===== src/design/clnws_pkg.sv =====
`timescale 1ns / 1ps
// ---------------------------------------------------------------------------
// Character LCD nibble write sequencer package
// Shared widths, request codes, the queued operation type and lookup tables.
// ---------------------------------------------------------------------------
package clnws_pkg;

	localparam int TIMER_BITS  = 16;
	localparam int STROBE_W    = 8;
	localparam int TICKS_W     = 16;
	localparam int CFG_ADDR_W  = 2;
	localparam int CFG_DATA_W  = 16;
	localparam int STEP_W      = 4;
	localparam int INIT_COUNT  = 9;
	localparam int IN_TDATA_W  = 24;
	localparam int IN_TUSER_W  = 3;
	localparam int OUT_TDATA_W = 8;
	localparam int Q_DEPTH     = 4;
	localparam int Q_PTR_W     = $clog2(Q_DEPTH);

	// Output item bit positions
	localparam int OUT_RS_BIT   = 0;
	localparam int OUT_EN_BIT   = 1;
	localparam int OUT_DATA_LSB = 2;
	localparam int OUT_BUSY_BIT = 6;
	localparam int OUT_ACC_BIT  = 7;

	localparam logic [31:0] TIMER_MAX = 32'((64'd1 << TIMER_BITS) - 64'd1);

	// Configuration register indexes
	localparam logic [CFG_ADDR_W-1:0] REG_STROBE     = 2'd0;
	localparam logic [CFG_ADDR_W-1:0] REG_POWER_ON   = 2'd1;
	localparam logic [CFG_ADDR_W-1:0] REG_INIT_WAIT  = 2'd2;
	localparam logic [CFG_ADDR_W-1:0] REG_CLEAR_WAIT = 2'd3;

	typedef logic [TIMER_BITS-1:0] timer_t;

	typedef enum logic [2:0] {
		REQ_TICK = 3'd0,
		REQ_CMD  = 3'd1,
		REQ_DATA = 3'd2,
		REQ_POS  = 3'd3,
		REQ_INIT = 3'd4
	} req_t;

	typedef enum logic [1:0] {
		KIND_NONE,
		KIND_BYTE,
		KIND_INIT
	} kind_t;

	typedef struct packed {
		kind_t      kind;
		logic       rs;
		logic [7:0] value;
	} op_t;

	function automatic logic [7:0] init_cmd(input logic [STEP_W-1:0] idx);
		logic [7:0] c;
		unique case (idx)
			4'd0, 4'd1: c = 8'h33;
			4'd2:       c = 8'h32;
			4'd3:       c = 8'h28;
			4'd4:       c = 8'h08;
			4'd5:       c = 8'h01;
			4'd6:       c = 8'h06;
			4'd7, 4'd8: c = 8'h0c;
			default:    c = 8'h00;
		endcase
		return c;
	endfunction

	function automatic logic [7:0] row_base(input logic [1:0] r);
		logic [7:0] b;
		unique case (r)
			2'd0: b = 8'h80;
			2'd1: b = 8'hc0;
			2'd2: b = 8'h94;
			default: b = 8'hd4;
		endcase
		return b;
	endfunction

	// A zero count acts as one; a count beyond the timer saturates.
	function automatic timer_t load_count(input logic [TICKS_W-1:0] v);
		logic [31:0] w;
		w = 32'(v);
		if (v == '0) begin
			w = 32'd1;
		end
		if (w > TIMER_MAX) begin
			w = TIMER_MAX;
		end
		return w[TIMER_BITS-1:0];
	endfunction

endpackage


===== src/design/char_lcd_nibble_write_sequencer_top.sv =====
`timescale 1ns / 1ps
// ---------------------------------------------------------------------------
// Character LCD nibble write sequencer, top level
// Drives a 4-bit parallel character display interface from timebase ticks.
// ---------------------------------------------------------------------------
// Every input item is one timebase tick, optionally carrying a request, and
// yields exactly one output item with the pin levels after that tick. The
// block takes one item per clock in steady state while the output is not
// stalled; an item passes through the decoder register, then the operation
// queue and then the output register. The rate is set by the sequencer,
// which applies one tick per clock unless the output holds the item. A
// request is only taken when the sequencer was idle at the start of its
// tick; otherwise the item only advances the running transfer.
// Configuration writes must be made while no ticks are in flight.
module char_lcd_nibble_write_sequencer_top (
	input  logic                              clk,
	input  logic                              arst_n,
	input  logic                              cfg_we,
	input  logic [clnws_pkg::CFG_ADDR_W-1:0]  cfg_addr,
	input  logic [clnws_pkg::CFG_DATA_W-1:0]  cfg_wdata,
	input  logic                              s_axis_tvalid,
	output logic                              s_axis_tready,
	// byte_value[7:0], row[10:8], column[18:11], zero fill [23:19]
	input  logic [clnws_pkg::IN_TDATA_W-1:0]  s_axis_tdata,
	// req_type[2:0]
	input  logic [clnws_pkg::IN_TUSER_W-1:0]  s_axis_tuser,
	output logic                              m_axis_tvalid,
	input  logic                              m_axis_tready,
	// pin_rs[0], pin_en[1], pin_data[5:2], busy_res[6], accepted[7]
	output logic [clnws_pkg::OUT_TDATA_W-1:0] m_axis_tdata
);

	logic           dec_valid;
	logic           dec_ready;
	clnws_pkg::op_t dec_op;
	logic           q_valid;
	logic           q_ready;
	clnws_pkg::op_t q_op;

	clnws_front u_front (
		.clk           (clk),
		.arst_n        (arst_n),
		.s_axis_tvalid (s_axis_tvalid),
		.s_axis_tready (s_axis_tready),
		.s_axis_tdata  (s_axis_tdata),
		.s_axis_tuser  (s_axis_tuser),
		.op_valid      (dec_valid),
		.op_data       (dec_op),
		.op_ready      (dec_ready)
	);

	clnws_fifo u_fifo (
		.clk       (clk),
		.arst_n    (arst_n),
		.in_valid  (dec_valid),
		.in_data   (dec_op),
		.in_ready  (dec_ready),
		.out_valid (q_valid),
		.out_data  (q_op),
		.out_ready (q_ready)
	);

	clnws_back u_back (
		.clk           (clk),
		.arst_n        (arst_n),
		.cfg_we        (cfg_we),
		.cfg_addr      (cfg_addr),
		.cfg_wdata     (cfg_wdata),
		.op_valid      (q_valid),
		.op_data       (q_op),
		.op_ready      (q_ready),
		.m_axis_tvalid (m_axis_tvalid),
		.m_axis_tready (m_axis_tready),
		.m_axis_tdata  (m_axis_tdata)
	);

endmodule


===== src/design/clnws_fifo.sv =====
`timescale 1ns / 1ps
// ---------------------------------------------------------------------------
// Operation queue
// Short FIFO between the request decoder and the pin sequencer.
// ---------------------------------------------------------------------------
module clnws_fifo (
	input  logic              clk,
	input  logic              arst_n,
	input  logic              in_valid,
	input  clnws_pkg::op_t    in_data,
	output logic              in_ready,
	output logic              out_valid,
	output clnws_pkg::op_t    out_data,
	input  logic              out_ready
);

	clnws_pkg::op_t                mem_q [clnws_pkg::Q_DEPTH];
	logic [clnws_pkg::Q_PTR_W-1:0] wr_ptr_q;
	logic [clnws_pkg::Q_PTR_W-1:0] rd_ptr_q;
	logic [clnws_pkg::Q_PTR_W:0]   count_q;
	logic                          push;
	logic                          pop;

	assign in_ready  = (count_q != (clnws_pkg::Q_PTR_W+1)'(clnws_pkg::Q_DEPTH));
	assign out_valid = (count_q != '0);
	assign out_data  = mem_q[rd_ptr_q];
	assign push      = in_valid && in_ready;
	assign pop       = out_valid && out_ready;

	always_ff @(posedge clk) begin
		if (push) begin
			mem_q[wr_ptr_q] <= in_data;
		end
	end

	always_ff @(posedge clk or negedge arst_n) begin
		if (!arst_n) begin
			wr_ptr_q <= '0;
			rd_ptr_q <= '0;
			count_q  <= '0;
		end else begin
			if (push) begin
				wr_ptr_q <= wr_ptr_q + 1'b1;
			end
			if (pop) begin
				rd_ptr_q <= rd_ptr_q + 1'b1;
			end
			if (push && !pop) begin
				count_q <= count_q + 1'b1;
			end else if (pop && !push) begin
				count_q <= count_q - 1'b1;
			end
		end
	end

endmodule


===== src/design/clnws_front.sv =====
`timescale 1ns / 1ps
// ---------------------------------------------------------------------------
// Request decoder
// Takes input items, classifies each request and forms the byte to send.
// ---------------------------------------------------------------------------
module clnws_front (
	input  logic                             clk,
	input  logic                             arst_n,
	input  logic                             s_axis_tvalid,
	output logic                             s_axis_tready,
	// byte_value[7:0], row[10:8], column[18:11], zero fill [23:19]
	input  logic [clnws_pkg::IN_TDATA_W-1:0] s_axis_tdata,
	// req_type[2:0]
	input  logic [clnws_pkg::IN_TUSER_W-1:0] s_axis_tuser,
	output logic                             op_valid,
	output clnws_pkg::op_t                   op_data,
	input  logic                             op_ready
);

	logic           valid_s1;
	clnws_pkg::op_t op_s1;
	clnws_pkg::op_t op_c;
	logic [7:0]     byte_value;
	logic [2:0]     row;
	logic [7:0]     column;

	assign byte_value = s_axis_tdata[7:0];
	assign row        = s_axis_tdata[10:8];
	assign column     = s_axis_tdata[18:11];

	always_comb begin
		op_c.kind  = clnws_pkg::KIND_NONE;
		op_c.rs    = 1'b0;
		op_c.value = byte_value;
		unique case (clnws_pkg::req_t'(s_axis_tuser))
			clnws_pkg::REQ_CMD: begin
				op_c.kind = clnws_pkg::KIND_BYTE;
			end
			clnws_pkg::REQ_DATA: begin
				op_c.kind = clnws_pkg::KIND_BYTE;
				op_c.rs   = 1'b1;
			end
			clnws_pkg::REQ_POS: begin
				// Rows above three are dropped as a plain tick.
				if (!row[2]) begin
					op_c.kind  = clnws_pkg::KIND_BYTE;
					op_c.value = clnws_pkg::row_base(row[1:0]) + {3'b000, column[4:0]};
				end
			end
			clnws_pkg::REQ_INIT: begin
				op_c.kind = clnws_pkg::KIND_INIT;
			end
			default: begin
				op_c.kind = clnws_pkg::KIND_NONE;
			end
		endcase
	end

	assign s_axis_tready = !valid_s1 || op_ready;
	assign op_valid      = valid_s1;
	assign op_data       = op_s1;

	always_ff @(posedge clk or negedge arst_n) begin
		if (!arst_n) begin
			valid_s1 <= 1'b0;
		end else if (s_axis_tready) begin
			valid_s1 <= s_axis_tvalid;
		end
	end

	always_ff @(posedge clk) begin
		if (s_axis_tready) begin
			op_s1 <= op_c;
		end
	end

endmodule


===== src/design/clnws_back.sv =====
`timescale 1ns / 1ps
// ---------------------------------------------------------------------------
// Pin sequencer
// Runs one timebase tick per queued item and registers the pin levels.
// ---------------------------------------------------------------------------
module clnws_back (
	input  logic                              clk,
	input  logic                              arst_n,
	input  logic                              cfg_we,
	input  logic [clnws_pkg::CFG_ADDR_W-1:0]  cfg_addr,
	input  logic [clnws_pkg::CFG_DATA_W-1:0]  cfg_wdata,
	input  logic                              op_valid,
	input  clnws_pkg::op_t                    op_data,
	output logic                              op_ready,
	output logic                              m_axis_tvalid,
	input  logic                              m_axis_tready,
	output logic [clnws_pkg::OUT_TDATA_W-1:0] m_axis_tdata
);

	typedef enum logic [2:0] {
		PH_IDLE,
		PH_POWER,
		PH_HIGH,
		PH_LOW,
		PH_POST
	} phase_t;

	logic [clnws_pkg::STROBE_W-1:0] strobe_q;
	logic [clnws_pkg::TICKS_W-1:0]  power_q;
	logic [clnws_pkg::TICKS_W-1:0]  init_wait_q;
	logic [clnws_pkg::TICKS_W-1:0]  clear_wait_q;

	phase_t                       phase_q, phase_d;
	clnws_pkg::timer_t            timer_q, timer_d;
	logic [7:0]                   shift_q, shift_d;
	logic                         low_q, low_d;
	logic                         rs_q, rs_d;
	logic                         en_q, en_d;
	logic [3:0]                   nib_q, nib_d;
	logic [clnws_pkg::STEP_W-1:0] step_q, step_d;
	logic                         acc_d;

	logic                          start_en;
	logic [7:0]                    start_val;
	logic                          start_rs;
	logic [clnws_pkg::TICKS_W-1:0] wait_w;
	logic [clnws_pkg::TICKS_W-1:0] strobe_w;
	logic                          pop;
	logic                          out_valid_q;
	logic [clnws_pkg::OUT_TDATA_W-1:0] out_data_q;

	assign strobe_w = {{(clnws_pkg::TICKS_W-clnws_pkg::STROBE_W){1'b0}}, strobe_q};

	// Wait after the init command now in flight; zero skips the wait.
	always_comb begin
		unique case (step_q)
			4'd1:    wait_w = init_wait_q;
			4'd6:    wait_w = clear_wait_q;
			4'd8:    wait_w = '0;
			default: wait_w = strobe_w;
		endcase
	end

	always_comb begin
		phase_d   = phase_q;
		timer_d   = timer_q;
		shift_d   = shift_q;
		low_d     = low_q;
		rs_d      = rs_q;
		en_d      = en_q;
		nib_d     = nib_q;
		step_d    = step_q;
		acc_d     = 1'b0;
		start_en  = 1'b0;
		start_val = 8'h00;
		start_rs  = 1'b0;
		if (phase_q == PH_IDLE) begin
			unique case (op_data.kind)
				clnws_pkg::KIND_BYTE: begin
					start_en  = 1'b1;
					start_val = op_data.value;
					start_rs  = op_data.rs;
					acc_d     = 1'b1;
				end
				clnws_pkg::KIND_INIT: begin
					step_d  = '0;
					en_d    = 1'b0;
					phase_d = PH_POWER;
					timer_d = clnws_pkg::load_count(power_q);
					acc_d   = 1'b1;
				end
				default: begin
					acc_d = 1'b0;
				end
			endcase
		end else if (timer_q > clnws_pkg::timer_t'(1)) begin
			timer_d = timer_q - clnws_pkg::timer_t'(1);
		end else begin
			timer_d = '0;
			unique case (phase_q)
				PH_POWER: begin
					step_d    = clnws_pkg::STEP_W'(1);
					start_en  = 1'b1;
					start_val = clnws_pkg::init_cmd('0);
				end
				PH_HIGH: begin
					en_d    = 1'b0;
					phase_d = PH_LOW;
					timer_d = clnws_pkg::load_count(strobe_w);
				end
				PH_LOW: begin
					if (!low_q) begin
						low_d   = 1'b1;
						nib_d   = shift_q[3:0];
						en_d    = 1'b1;
						phase_d = PH_HIGH;
						timer_d = clnws_pkg::load_count(strobe_w);
					end else begin
						en_d = 1'b0;
						if (step_q == '0) begin
							phase_d = PH_IDLE;
						end else if (wait_w != '0) begin
							phase_d = PH_POST;
							timer_d = clnws_pkg::load_count(wait_w);
						end else if (step_q < clnws_pkg::STEP_W'(clnws_pkg::INIT_COUNT)) begin
							step_d    = step_q + 1'b1;
							start_en  = 1'b1;
							start_val = clnws_pkg::init_cmd(step_q);
						end else begin
							step_d  = '0;
							phase_d = PH_IDLE;
						end
					end
				end
				PH_POST: begin
					if (step_q != '0 &&
					    step_q < clnws_pkg::STEP_W'(clnws_pkg::INIT_COUNT)) begin
						step_d    = step_q + 1'b1;
						start_en  = 1'b1;
						start_val = clnws_pkg::init_cmd(step_q);
					end else begin
						step_d  = '0;
						en_d    = 1'b0;
						phase_d = PH_IDLE;
					end
				end
				default: begin
					en_d    = 1'b0;
					step_d  = '0;
					phase_d = PH_IDLE;
				end
			endcase
		end
		// Starting a byte puts the high nibble out with enable raised.
		if (start_en) begin
			shift_d = start_val;
			rs_d    = start_rs;
			low_d   = 1'b0;
			nib_d   = start_val[7:4];
			en_d    = 1'b1;
			phase_d = PH_HIGH;
			timer_d = clnws_pkg::load_count(strobe_w);
		end
	end

	assign pop           = op_valid && (!out_valid_q || m_axis_tready);
	assign op_ready      = pop;
	assign m_axis_tvalid = out_valid_q;
	assign m_axis_tdata  = out_data_q;

	always_ff @(posedge clk or negedge arst_n) begin
		if (!arst_n) begin
			strobe_q     <= 8'd3;
			power_q      <= 16'd1000;
			init_wait_q  <= 16'd50;
			clear_wait_q <= 16'd30;
			phase_q      <= PH_IDLE;
			timer_q      <= '0;
			shift_q      <= '0;
			low_q        <= 1'b0;
			rs_q         <= 1'b0;
			en_q         <= 1'b0;
			nib_q        <= '0;
			step_q       <= '0;
			out_valid_q  <= 1'b0;
			out_data_q   <= '0;
		end else begin
			if (cfg_we) begin
				unique case (cfg_addr)
					clnws_pkg::REG_STROBE:     strobe_q     <= cfg_wdata[clnws_pkg::STROBE_W-1:0];
					clnws_pkg::REG_POWER_ON:   power_q      <= cfg_wdata;
					clnws_pkg::REG_INIT_WAIT:  init_wait_q  <= cfg_wdata;
					clnws_pkg::REG_CLEAR_WAIT: clear_wait_q <= cfg_wdata;
					default: ;
				endcase
			end
			if (pop) begin
				phase_q     <= phase_d;
				timer_q     <= timer_d;
				shift_q     <= shift_d;
				low_q       <= low_d;
				rs_q        <= rs_d;
				en_q        <= en_d;
				nib_q       <= nib_d;
				step_q      <= step_d;
				out_valid_q <= 1'b1;
				out_data_q  <= {acc_d, (phase_d != PH_IDLE), nib_d, en_d, rs_d};
			end else if (m_axis_tready) begin
				out_valid_q <= 1'b0;
			end
		end
	end

endmodule


===== config.mk =====
export PLATFORM = sky130hd
export DESIGN_NAME = char_lcd_nibble_write_sequencer_top
export DESIGN_NICKNAME = d
export VERILOG_FILES = /design/src/design/clnws_pkg.sv /design/src/design/char_lcd_nibble_write_sequencer_top.sv /design/src/design/clnws_fifo.sv /design/src/design/clnws_front.sv /design/src/design/clnws_back.sv
export SDC_FILE = /design/constraint.sdc
export NUM_CORES = 1
export LEC_CHECK = 0
export BUFFER_PORTS_ARGS = -buffer_cell sky130_fd_sc_hd__buf_4
export CAP_MARGIN = 25
export CORE_MARGIN = 1.5
export CORE_UTILIZATION = 40
export CTS_CLUSTER_SIZE = 20
export DETAILED_ROUTE_END_ITERATION = 12
export PLACE_DENSITY = 0.67
export SLEW_MARGIN = 20
export SYNTH_ARGS = -nofsm -noshare
export SYNTH_HDL_FRONTEND = slang
export SYNTH_SLANG_ARGS = --single-unit

===== constraint.sdc =====
create_clock -name clk -period 3.05 [get_ports clk]
set_input_delay 0.305 -clock clk [delete_from_list [all_inputs] [get_ports clk]]
set_output_delay 0.305 -clock clk [all_outputs]
set_load 0.02 [all_outputs]

* Word level (Yosys, flattened, before mapping)
Memories as Yosys holds them, arrays and structs flattened.
Cells that the tools add are included.
** Word-level totals
- Logic and storage cells :: 207
- RAM bits :: 44
- Input port bits :: 50
- Memories kept :: 3
- Bits in registers :: 118
- ROM bits :: 192
- Output and inout bits :: 10
** Memories
- (no name shown) :: depth 16, width 6, read ports 1, clocked after Yosys merged registers in 0, wr ports 0, line clnws_pkg.sv:60 : unique case (idx)
- (no name shown) :: depth 16, width 6, read ports 1, clocked after Yosys merged registers in 0, wr ports 0, line clnws_pkg.sv:60
- u_fifo.mem_q :: depth 4, width 11, read ports 1, clocked after Yosys merged registers in 0, wr ports 1, line clnws_fifo.sv:17 : clnws_pkg::op_t mem_q [clnws_pkg::Q_DEPTH];
** Operators by class
- Muxes and demuxes :: 105
- $lt $le $gt $ge :: 7
- Reduce and logical (&&, ||, !) cells :: 36
- Eq/ne operators :: 28
- Add/sub/neg operators :: 7
** Operators with widths (number)
- $mux 32 :: 16
- $mux 16 :: 14
- $gt 32x16->1 const B :: 5
- $mux 8 :: 13
- $mux 4 :: 13
- $logic_not 16->1 :: 3
- $pmux 16 s3 :: 1
- $mux 3 :: 11
- $pmux 16 s2 :: 1
- $mux 1 :: 29
- $pmux 8 s3 :: 1
- $pmux 7 s3 :: 1
- $gt 16x1->1 const B :: 1
- $pmux 4 s4 :: 1
- $reduce_bool 16->1 :: 1
- $sub 16x1->16 const B :: 1
- $eq 3x2->1 const B :: 4
- $pmux 3 s4 :: 1
- $reduce_and 2->1 :: 6
- $ne 3x2->1 const B :: 3
- $add 8x5->8 :: 1
- $eq 2x2->1 const B :: 4
- $ne 2x1->1 const B :: 4
- $reduce_and 7->1 :: 1
- 27 further kinds :: 47

* Longest topological paths before layout
Gate-level depths: netlist of run 1.
- Depth after elaboration :: 19
- Mapped depth :: 13
- Mapped depth without buffers :: 10

* Modules after synthesis
From an unflattened synthesis of run 1, not the netlist that was laid out.
** Unflattened totals
- Cell total of the unflattened synthesis :: 653
- Area total of the unflattened synthesis :: 7887.6 µm²
** Modules (own cells, without submodules)
- clnws_back :: cells each 526, seq. area each 2346.0 µm², instances 1, area each 5292.6 µm²
- clnws_fifo :: cells each 92, seq. area each 1496.4 µm², instances 1, area each 2008.2 µm²
- clnws_front :: cells each 35, seq. area each 355.3 µm², instances 1, area each 586.8 µm²

* Worst setup path after synthesis of run 1
Ideal clock, no wire load.
- Path kind :: register to register
- From :: register u_fifo.rd_ptr_q[0] (netlist name)
- To :: register u_back.out_data_q, in the netlist u_back.m_axis_tdata[3]
- Setup time :: 0.104 ns
- Required time :: 2.946 ns
- Arrival time :: 2.749 ns
- Setup slack :: 0.197 ns
- Path buffers :: 1
- Cell stages (with the launch flop) :: 9
- Cell sequence :: dfrtp_1 -> buf_1 -> mux4_2 -> ha_1 -> and2_1 -> or2_2 -> o21ai_1 -> a21oi_1 -> a221oi_1
** Between the ends
- Cells in the longest elaborated chain, start to end :: 5
- Elaborated cells between the ends (all ways) :: 7
- Those cells by class :: eq/ne: 1; mux: 5; memory: 1
** Ends and longest elaborated chain
- start, declared :: line clnws_fifo.sv:19 : logic [clnws_pkg::Q_PTR_W-1:0] rd_ptr_q;
- start signal, assigned :: line clnws_fifo.sv:46 : rd_ptr_q <= rd_ptr_q + 1'b1;
- $mem_v2 4x11 *
- $eq 2x1->1 :: line clnws_back.sv:78 : unique case (op_data.kind)
- $mux 8 / $mux 1 (equally long branches) :: line clnws_back.sv:78
- $mux 8 / $mux 1 (equally long branches) :: line clnws_back.sv:77 : if (phase_q == PH_IDLE) begin
- $mux 4 * :: line clnws_back.sv:155 : if (start_en) begin
- end signal, assigned :: line clnws_back.sv:207 : out_data_q <= {acc_d, (phase_d != PH_IDLE), nib_d, en_d, rs_d};
- end, declared :: line clnws_back.sv:50 : logic [clnws_pkg::OUT_TDATA_W-1:0] out_data_q;
Every way passes the cells marked *; elsewhere a longest branch is shown, timed or not.
A chain may end at the register's enable or synchronous reset.

* Worst setup path after layout of run 1
- From :: register u_back.step_q[3] (netlist name)
- To :: register u_back.shift_q[2]
** Between the ends
- Cells in the longest elaborated chain, start to end :: 10
- Elaborated cells between the ends (all ways) :: 28
- Those cells by class :: order compare: 1; eq/ne: 3; mux: 17; reduce/logical: 5; memory: 2
** Ends and longest elaborated chain
- start, declared :: line clnws_back.sv:40 : logic [clnws_pkg::STEP_W-1:0] step_q, step_d;
- start signal, assigned :: line clnws_back.sv:205 : step_q <= step_d;
- $eq 4x4->1, or another cell as far along :: line clnws_back.sv:56 : unique case (step_q)
- $pmux 16 s3 :: line clnws_back.sv:56
- $reduce_bool 16->1 :: line clnws_back.sv:122 : end else if (wait_w != '0) begin
- $mux 1 :: line clnws_back.sv:122
- $mux 1 :: line clnws_back.sv:120 : if (step_q == '0) begin
- $mux 1 :: line clnws_back.sv:112 : if (!low_q) begin
- $pmux 1 s3 :: line clnws_back.sv:100 : unique case (phase_q)
- $mux 1 :: line clnws_back.sv:96 : end else if (timer_q > clnws_pkg::timer_t'(1)) begin
- $mux 1 :: line clnws_back.sv:77
- $reduce_and 2->1 (no source line)
- end signal, assigned :: line clnws_back.sv:200 : shift_q <= shift_d;
- end, declared :: line clnws_back.sv:35 : logic [7:0] shift_q, shift_d;
Several ways; a longest one is shown, not always the timed one.

==> summary.md, run 1 <==
| Metric | Value |
|---|---|
| Run status | completed |
| Post-Syn Area | ~8000 µm² |
| Clock power frac | between 30% and 40% |
| Core area | just under 20000 µm² |
| GP Congestion | a little under 0.9 |
| Initial antenna violation count | 0 |
| Relative slew slack | 39.5% |
| Combinational Power Share | 26.6% |
| Leakage | approximately 3.8 nW |
| Crit end category | flop |
| Switching share of power | approximately a third |
| H-Tree Level Count | 4 |
| Fmax | 0.353 GHz |
| Async set-or-reset flop fraction in the synthesized netlist | 64.7% |
| Worst setup margin | about 210 ps |
| Initial Util | roughly two fifths |
| IO Port Bufs | between 50 and 60 |
| RSZ-0062 raised after global routing | false |
| Post-synthesis mux area share | 11.9% |
| Placement Cell Area | just under 9000 µm² |
| Minimum clock period | around 2800 ps |
| Post-synthesis sequential area ratio | 52.9% |
| Root Buffer | clkbuf_16 |
| Final WL | 18800 µm |
| Layout area overhead | 18.7% |
| Cells after synthesis | 688 |
| Clk slew on worst S/H paths | 70 ps |
| Int Pwr | approximately 0.0048 W |
| Largest family of logic cells by synthesized area | compound AO/OA/AOI/OAI gates |
| Hold Crit Start | s_axis_tvalid |
| Startpoint types | flop |
| DRT iter0 DRCs | 513 |
| Die width | 144 µm |
| Total of max-cap violations | 0 |
| Worst Path Required | ~3400 ps |
| RR Startpoint | u_back.step_q[3] |
| Synth Register Bits | 156 |
| Vias | approximately 5700 |
| Most used DFF post-synth | dfrtp_1 |
| WL/cell | 18.1 µm |
| GRT Overall Usage | 19.4% |
| Worst R2R Path Depth | 8 |
| Die height | roughly 140 µm |
| Post-synth EDFFs | 55 |
| Fin crit share | 93.0% |
| Synth warn | 0 |
| Simple-gate share of the synthesized area | a little over an eighth |
| Core Rows | a little over 50 |
| Antenna diodes | 0 |
| Die area | approximately 21000 µm² |
| Max-slew violations | 0 |
| Hold path cells | 2 |
| Worst Max-Slew Pin Slew | roughly 900 ps |
| Total of fill cells in the finished design | around 1700 |
| Post-synthesis xor/xnor area fraction | 2.10% |
| Adder-cell share of the synthesized area | 3.09% |
| Share of cells above drive strength 1 | a little under a third |
| Crit path DAT | between 3000 and 4000 ps |
| Final Hold Fails | 0 |
| Compound-Gate Fraction of Synth Area | approximately 14% |
| Setup violators final | 0 |
| Pre-CTS setup slack | ~170 ps |
| Share of power burned in registers | between 40% and 50% |
| Vias in the first global route | 5576 |
| CP Launch Point | u_back.step_q[3] |
| Grt total ovfl | 0 |
| HPWL after DPL | ~14000 µm |
| CTS Buf Count | 17 |
| DR pass1 iterations | 6 |
| Pin count of the biggest net entering global routing | 56 |
| Syn Nets | around 760 |
| Worst Skew | approximately 14 ps |
| Setup Total Neg Slack | 0 ps |
| Latest clock arrival within the worst-skew pair | about 430 ps |
| Sw Pwr | 0.00227 W |
| CTS tree | done |
| Vias/cell | between 5 and 6 |
| Max VDD drop | 0.000449 V |
| Clock sink total | 156 |
| Max FO, Critical Path | 9 |
| NumNets Final | between 800 and 900 |
| First-pass GRT wire length | 30400 µm |
| Syn_area_per_cell | roughly 12 µm² |
| # DRC | 0 |
| Post-route cell area | roughly 9400 µm² |
| Clk buf depth | 2 |
| Critical path class | reg -> reg |
| Netlist cell types | 75 |
| HP Class | in -> reg |
| Num ports | 60 |
| ANT nets after route | 0 |
| Pwr Density | 749 nW/µm² |
logic make-up after synthesis:
logic type,count (synthesis)
muxes,73
AOI/OAI and AO/OA,164
xor gates and xnor gates,19
adders and majority gates,19
DFF,156
and+or+nand+nor,201
buffers and inverters,56
worst paths after layout:
| kind | end | slack [ps] |
|---|---|---|
| max | u_back.shift_q[2] | 210 |
| min | u_front.op_valid | 50 |
| max reg2reg | u_back.shift_q[2] | 210 |
| min reg2reg | u_back.m_axis_tdata[5] | 480 |
| max in group asynchronous | u_back.strobe_q[0] | 1740 |
| min in group asynchronous | u_back.power_q[1] | 460 |
metal layers:
layer	share of wire, %	up-vias	track usage [%]
met2	47	169	29.5
met3	5.4	30	4.20
met1	47	2813	27.7
met4	1.4	0	5.80
met5	0	-	0
li1	-	2714	-
placed cells by master, fill, tap and decap left out, types with 3 or more instances in the layout:
cell	instances
a211oi_1	5
a21oi_1	47
a22oi_1	10
a31oi_1	6
a32oi_1	4
and2_1	6
and3_1	6
buf_4	88
clkbuf_16	17
dfrtp_1	85
dfstp_2	15
edfxtp_1	55
ha_1	18
inv_1	19
inv_6	6
mux2_2	62
mux4_2	11
nand2_1	62
nand2b_1	7
nand3_1	16
nand3b_1	10
nor2_1	33
nor3_1	18
nor3_2	3
nor3b_1	4
nor4_1	5
nor4_2	3
o211ai_1	5
o21a_1	3
o21ai_0	32
o21ai_1	4
o22ai_1	13
o31ai_1	4
or3_1	6
or4_1	4
xnor2_1	12
xor2_1	7
stage by stage:
| step | util, % | std cells | power (W) | hold slack [ps] |
|---|---|---|---|---|
| 6_report | 48.4 | 1040 | 0.00706 | 53.2 |
| 5_1_grt | 48.4 | 1040 | 0.00743 | 58.1 |
| 4_1_cts | 48.3 | 1040 | 0.00710 | 34.0 |
| 3_5_place_dp | 45.3 | 1007 | 0.00496 | 386 |
| 3_3_place_gp | 45.3 | 1007 | 0.00491 | 384 |
| 2_1_floorplan | - | 688 | 0.00432 | 9.41 |
critical path: stages, from the launching register on:
cell and delay [ps]:
dfrtp_1 470, or2_1 390, o22ai_1 250, nor4_4 400, o211ai_4 190, o21ai_2 220
or2_1 270, nand2_1 160, a221o_1 360
cells in the mapped netlist (3+ instances only):
| library cell | count | area, µm² |
|---|---|---|
| o21ai_1 | 3 | 15.0 |
| or4_1 | 4 | 30.0 |
| a21oi_1 | 47 | 235 |
| nor2_1 | 33 | 124 |
| a31oi_1 | 6 | 37.5 |
| clkbuf_1 | 24 | 90.1 |
| nand3_1 | 16 | 80.1 |
| dfrtp_1 | 86 | 2150 |
| xor2_1 | 7 | 61.3 |
| inv_1 | 19 | 71.3 |
| nor4_2 | 3 | 37.5 |
| o211ai_1 | 5 | 37.5 |
| a211oi_1 | 5 | 37.5 |
| mux4_2 | 11 | 248 |
| or3_1 | 6 | 37.5 |
| ha_1 | 18 | 225 |
| dfstp_2 | 15 | 394 |
| o21a_1 | 3 | 22.5 |
| nand3b_1 | 10 | 75.1 |
| buf_4 | 4 | 30.0 |
| a22oi_1 | 10 | 75.1 |
| o31ai_1 | 4 | 30.0 |
| edfxtp_1 | 55 | 1650 |
| nand2b_1 | 8 | 50.1 |
| nor3_1 | 19 | 95.1 |
| o21ai_0 | 33 | 165 |
| nand2_1 | 62 | 233 |
| buf_2 | 7 | 35.0 |
| o22ai_1 | 13 | 81.3 |
| nor4_1 | 5 | 31.3 |
| xnor2_1 | 12 | 105 |
| nor3b_1 | 5 | 37.5 |
| mux2_2 | 62 | 698 |
| and2_1 | 6 | 37.5 |
| a32oi_1 | 4 | 35.0 |
| and3_1 | 6 | 37.5 |
state kept, by name, summed over array words and instances, names as in the netlist, 3 cells and up:
name and cells:
u_back.phase_q 3, u_back.clear_wait_q 16, u_back.step_q 4, u_back.strobe_q 8, u_fifo.count_q 3, u_back.init_wait_q 16, u_back.shift_q 4, u_back.power_q 16
u_fifo.mem_q 44, u_back.timer_q 16, u_front.op_data 11, u_back.m_axis_tdata 8
cell type report:
type	count	area, µm²	share of cell area (%)
multi-input cells	476	3510	37.3
repair buffers	91	711	7.55
inverters	20	75.1	0.797
flip-flops and latches	156	4200	44.6
well taps	265	332	3.52
clock inverters	14	158	1.67
clock buffers	18	429	4.56
power groups by stage:
stage	clock (W)	combinational (W)	sequential, W
4_1_cts	0.00216	0.00188	0.00305
6_report	0.00212	0.00188	0.00306
5_1_grt	0.00224	0.00207	0.00312
2_1_floorplan	0	0.00136	0.00296
3_3_place_gp	0	0.00185	0.00307
3_5_place_dp	0	0.00187	0.00309
what timing repair did:
item / CTS / global route
buffers inserted: 0 / 0
hold endpoints to repair: 41 / 0
setup endpoints to repair: 0 / 9
hold buffers: 1 / 0
resized for setup: 0 / 4
Power figures use the tool's default switching activity.
==> inputs of run 2 (changes only) <==
--- a/config.mk
+++ b/config.mk
@@ -11,7 +11,6 @@
 export CORE_UTILIZATION = 40
 export CTS_CLUSTER_SIZE = 20
 export DETAILED_ROUTE_END_ITERATION = 12
-export PLACE_DENSITY = 0.67
 export SLEW_MARGIN = 20
 export SYNTH_ARGS = -nofsm -noshare
 export SYNTH_HDL_FRONTEND = slang
==> constraint.sdc (replaced) <==
create_clock -name clk -period 3.05 [get_ports clk]
set_input_delay 0.61 -clock clk [delete_from_list [all_inputs] [get_ports clk]]
set_output_delay 0.61 -clock clk [all_outputs]
set_load 0.02 [all_outputs]
==> run 2 against run 1 <==
Against the previous run:
- hold slack improved by 180 ps
- fmax down 2.6%
- clock skew down 2.1 ps
- cell area increased by 0.77%
- clock power is essentially flat
- largest power group unchanged
- first-iteration DRC count is 15% lower
- cell count is 0.67% higher
- setup slack worse by 75 ps
- non-clock buffer count rose by 7
==> summary.md, run 2 (synthesis gave the netlist of run 1 again) <==
| Metric | Value |
|---|---|
| Most frequent cells in the layout | buf_4 (96), dfrtp_1 (85), mux2_2 (62), nand2_1 (62), edfxtp_1 (55) |
| Global routing usage on met2 | 33.1% (+3.6 points) |
| Run status | completed |
| Antenna diodes | 0 (unchanged) |
| HPWL after DPL | 14500 µm (+6.6%) |
| Total of fill cells in the finished design | 1755 (+0.86%) |
| Share of cells above drive strength 1 | 31.1% (+0.88 points) |
| Relative slew slack | 51.0% (+11 points) |
| Die area | 20700 µm² (unchanged) |
| Root Buffer | clkbuf_16 |
| ANT nets after route | 0 (unchanged) |
| Layout area overhead | 19.6% |
| Utilization after layout | 48.7% (+0.37 points) |
| Vias | 5806 (+1.4%) |
| Max VDD drop | 0.000531 V (+18%) |
| Core Rows | 51 (unchanged) |
| Worst Max-Slew Pin Slew | 735 ps (-169 ps) |
| Clock sink total | 156 (unchanged) |
| Core area | 19500 µm² (unchanged) |
| Fin crit share | 95.5% (+2.5 points) |
| Initial Util | 40.7% (unchanged) |
| Register Area | 4200 µm² (unchanged) |
| Overall power | 0.00715 W (+1.4%) |
| Setup Total Neg Slack | 0 ps (unchanged) |
| Met3 usage | 3.97% (-0.23 points) |
| # DRC | 0 (unchanged) |
| Die width | 144 µm (unchanged) |
| GRT Overall Usage | 20.8% (+1.4 points) |
| CP max-delay cell | dfrtp_2 |
| GP Congestion | 0.901 (+3.6%) |
| CTS tree | done |
| Crit path DAT | 3230 ps (+80 ps) |
| HP Class | in -> async |
| Worst Path Required | 3360 ps (about the same) |
| WL/cell | 18.9 µm (+4.7%) |
| Clk buf depth | 2 (unchanged) |
| CTS Buf Count | 17 (unchanged) |
| Clk slew on worst S/H paths | 70 ps (about the same) |
| Max FO, Critical Path | 15 (+6) |
| Latest clock arrival within the worst-skew pair | 440 ps (about the same) |
| Startpoint types | flop |
| Crit-path cells | inv_1 -> ha_1 -> buf_12 -> nand2_1 -> o22ai_1 -> buf_4 -> nor4_4 -> o211ai_4 -> o21ai_4 -> or2_1 -> nand2_1 -> a221o_1 |
| Top cell family by delay on the critical path | compound AO/OA/AOI/OAI gates |
| Pin count of the biggest net entering global routing | 57 (+1.8%) |
| Die height | 144 µm (unchanged) |
| Largest register FFs | 44 (unchanged) |
| GR peak layer | met2 |
| CP most frequent cell | nand2_1 |
| Minimum clock period | 2910 ps (+75.2 ps) |
| IO Port Bufs | 51 (unchanged) |
| NumNets Final | 838 (+0.84%) |
| Grt total ovfl | 0 (unchanged) |
| DRT iter0 DRCs | 438 (-15%) |
| Crit end category | flop |
| RSZ-0062 raised after global routing | false |
| Total of max-cap violations | 0 (unchanged) |
| Pwr Density | 754 nW/µm² (+0.63%) |
| Crit path buf inv count | 3 (+3) |
| Num ports | 60 (unchanged) |
| Met1 Track Usage GR | 28.3% (+0.53 points) |
| Fmax | 0.343 GHz (-2.6%) |
| Multi-input logic area | 3520 µm² (+0.21%) |
| Setup violators final | 0 (unchanged) |
| Leakage | 3.78 nW (+0.70%) |
| H-Tree Level Count | 4 (unchanged) |
| Worst Skew | 11.9 ps (-2.10 ps) |
| DR pass1 iterations | 5 (-1) |
| Final WL | 19800 µm (+5.4%) |
| First-pass GRT wire length | 32400 µm (+6.4%) |
| Critical path class | reg -> reg |
| Critical path's largest stage delay | 420 ps (-50 ps) |
| Final Hold Fails | 0 (unchanged) |
| Vias/cell | 5.55 (+0.72%) |
| Leading cell type in the layout, fill and taps excluded | buf_4 |
| Max-slew violations | 0 (unchanged) |
| Initial antenna violation count | 0 (unchanged) |
| Vias in the first global route | 5928 (+6.3%) |
| Most flops, register | u_fifo.mem_q |
## run 2: changes by cell type in the layout (fill, tap and decap cells not counted), moves of 2 or more
| cell | previous run | this run |
|---|---|---|
| buf_4 | 88 | 96 |
| inv_8 | 1 | 5 |
| clkinvlp_4 | 0 | 3 |
| clkinv_2 | 2 | 0 |
| clkinv_4 | 2 | 0 |
| clkinv_8 | 0 | 2 |
| inv_6 | 6 | 4 |
## run 2: cell type report
class	instances	share of cell area (%)
Clock buffer	17	4.48
Clock inverter	15	1.86
Inverter	20	0.791
Multi-Input combinational cell	476	37.1
Sequential cell	156	44.3
Tap cell	265	3.50
Timing Repair Buffer	98	8.02
## run 2: timing repair
item	4_1_cts	5_1_grt
hold buffers	0	0
setup endpoints to repair	0	11
buffers inserted	0	0
resized for setup	0	5
## run 2: final timing paths
check / from / to / slack (ps) / cells after the start
setup / recovery: u_back.step_q[1] / u_back.shift_q[2] / 140 / 12
hold / removal: arst_n / u_back.clear_wait_q[13] / 230 / 1
setup reg to reg: u_back.step_q[1] / u_back.shift_q[2] / 140 / 12
hold reg to reg: u_back.m_axis_tdata[7] / u_back.m_axis_tdata[7] / 490 / 2
max in group asynchronous: arst_n / u_back.power_q[7] / 2070 / 2
min in group clk: s_axis_tvalid / u_front.op_valid / 370 / 2
## run 2: layer usage
layer | up-vias | part of all wire [%]
li1 | 2733 | -
met1 | 2906 | 47
met2 | 141 | 47
met3 | 26 | 4.0
met4 | 0 | 1.8
met5 | - | 0
## run 2: worst reg2reg max path, delay by kind of cell, from the launching register on
kind	cells	cell delay [ps]
buffers and inverters	3	430
AOI/OAI and AO/OA	4	890
DFF	1	420
adders and majority gates	1	220
and+or+nand+nor	4	840
## run 2: power by group
part           total, W  switching (W)  internal, W  leakage [nW]
Combinational   0.00194        0.00107     0.000873          1.76
Clock           0.00215       0.000972      0.00117         0.286
Sequential      0.00307       0.000359      0.00271          1.73
## run 2: through the flow
step	setup WS (ps)	instance area [µm²]	instances	hold slack (ps)
global route	27.0	9490	1047	287
floorplan	197	7930	688	314
detailed placement	74.4	8870	1015	481
finish	138	9490	1047	229
CTS	47.2	9470	1047	260
global placement	109	8870	1015	470
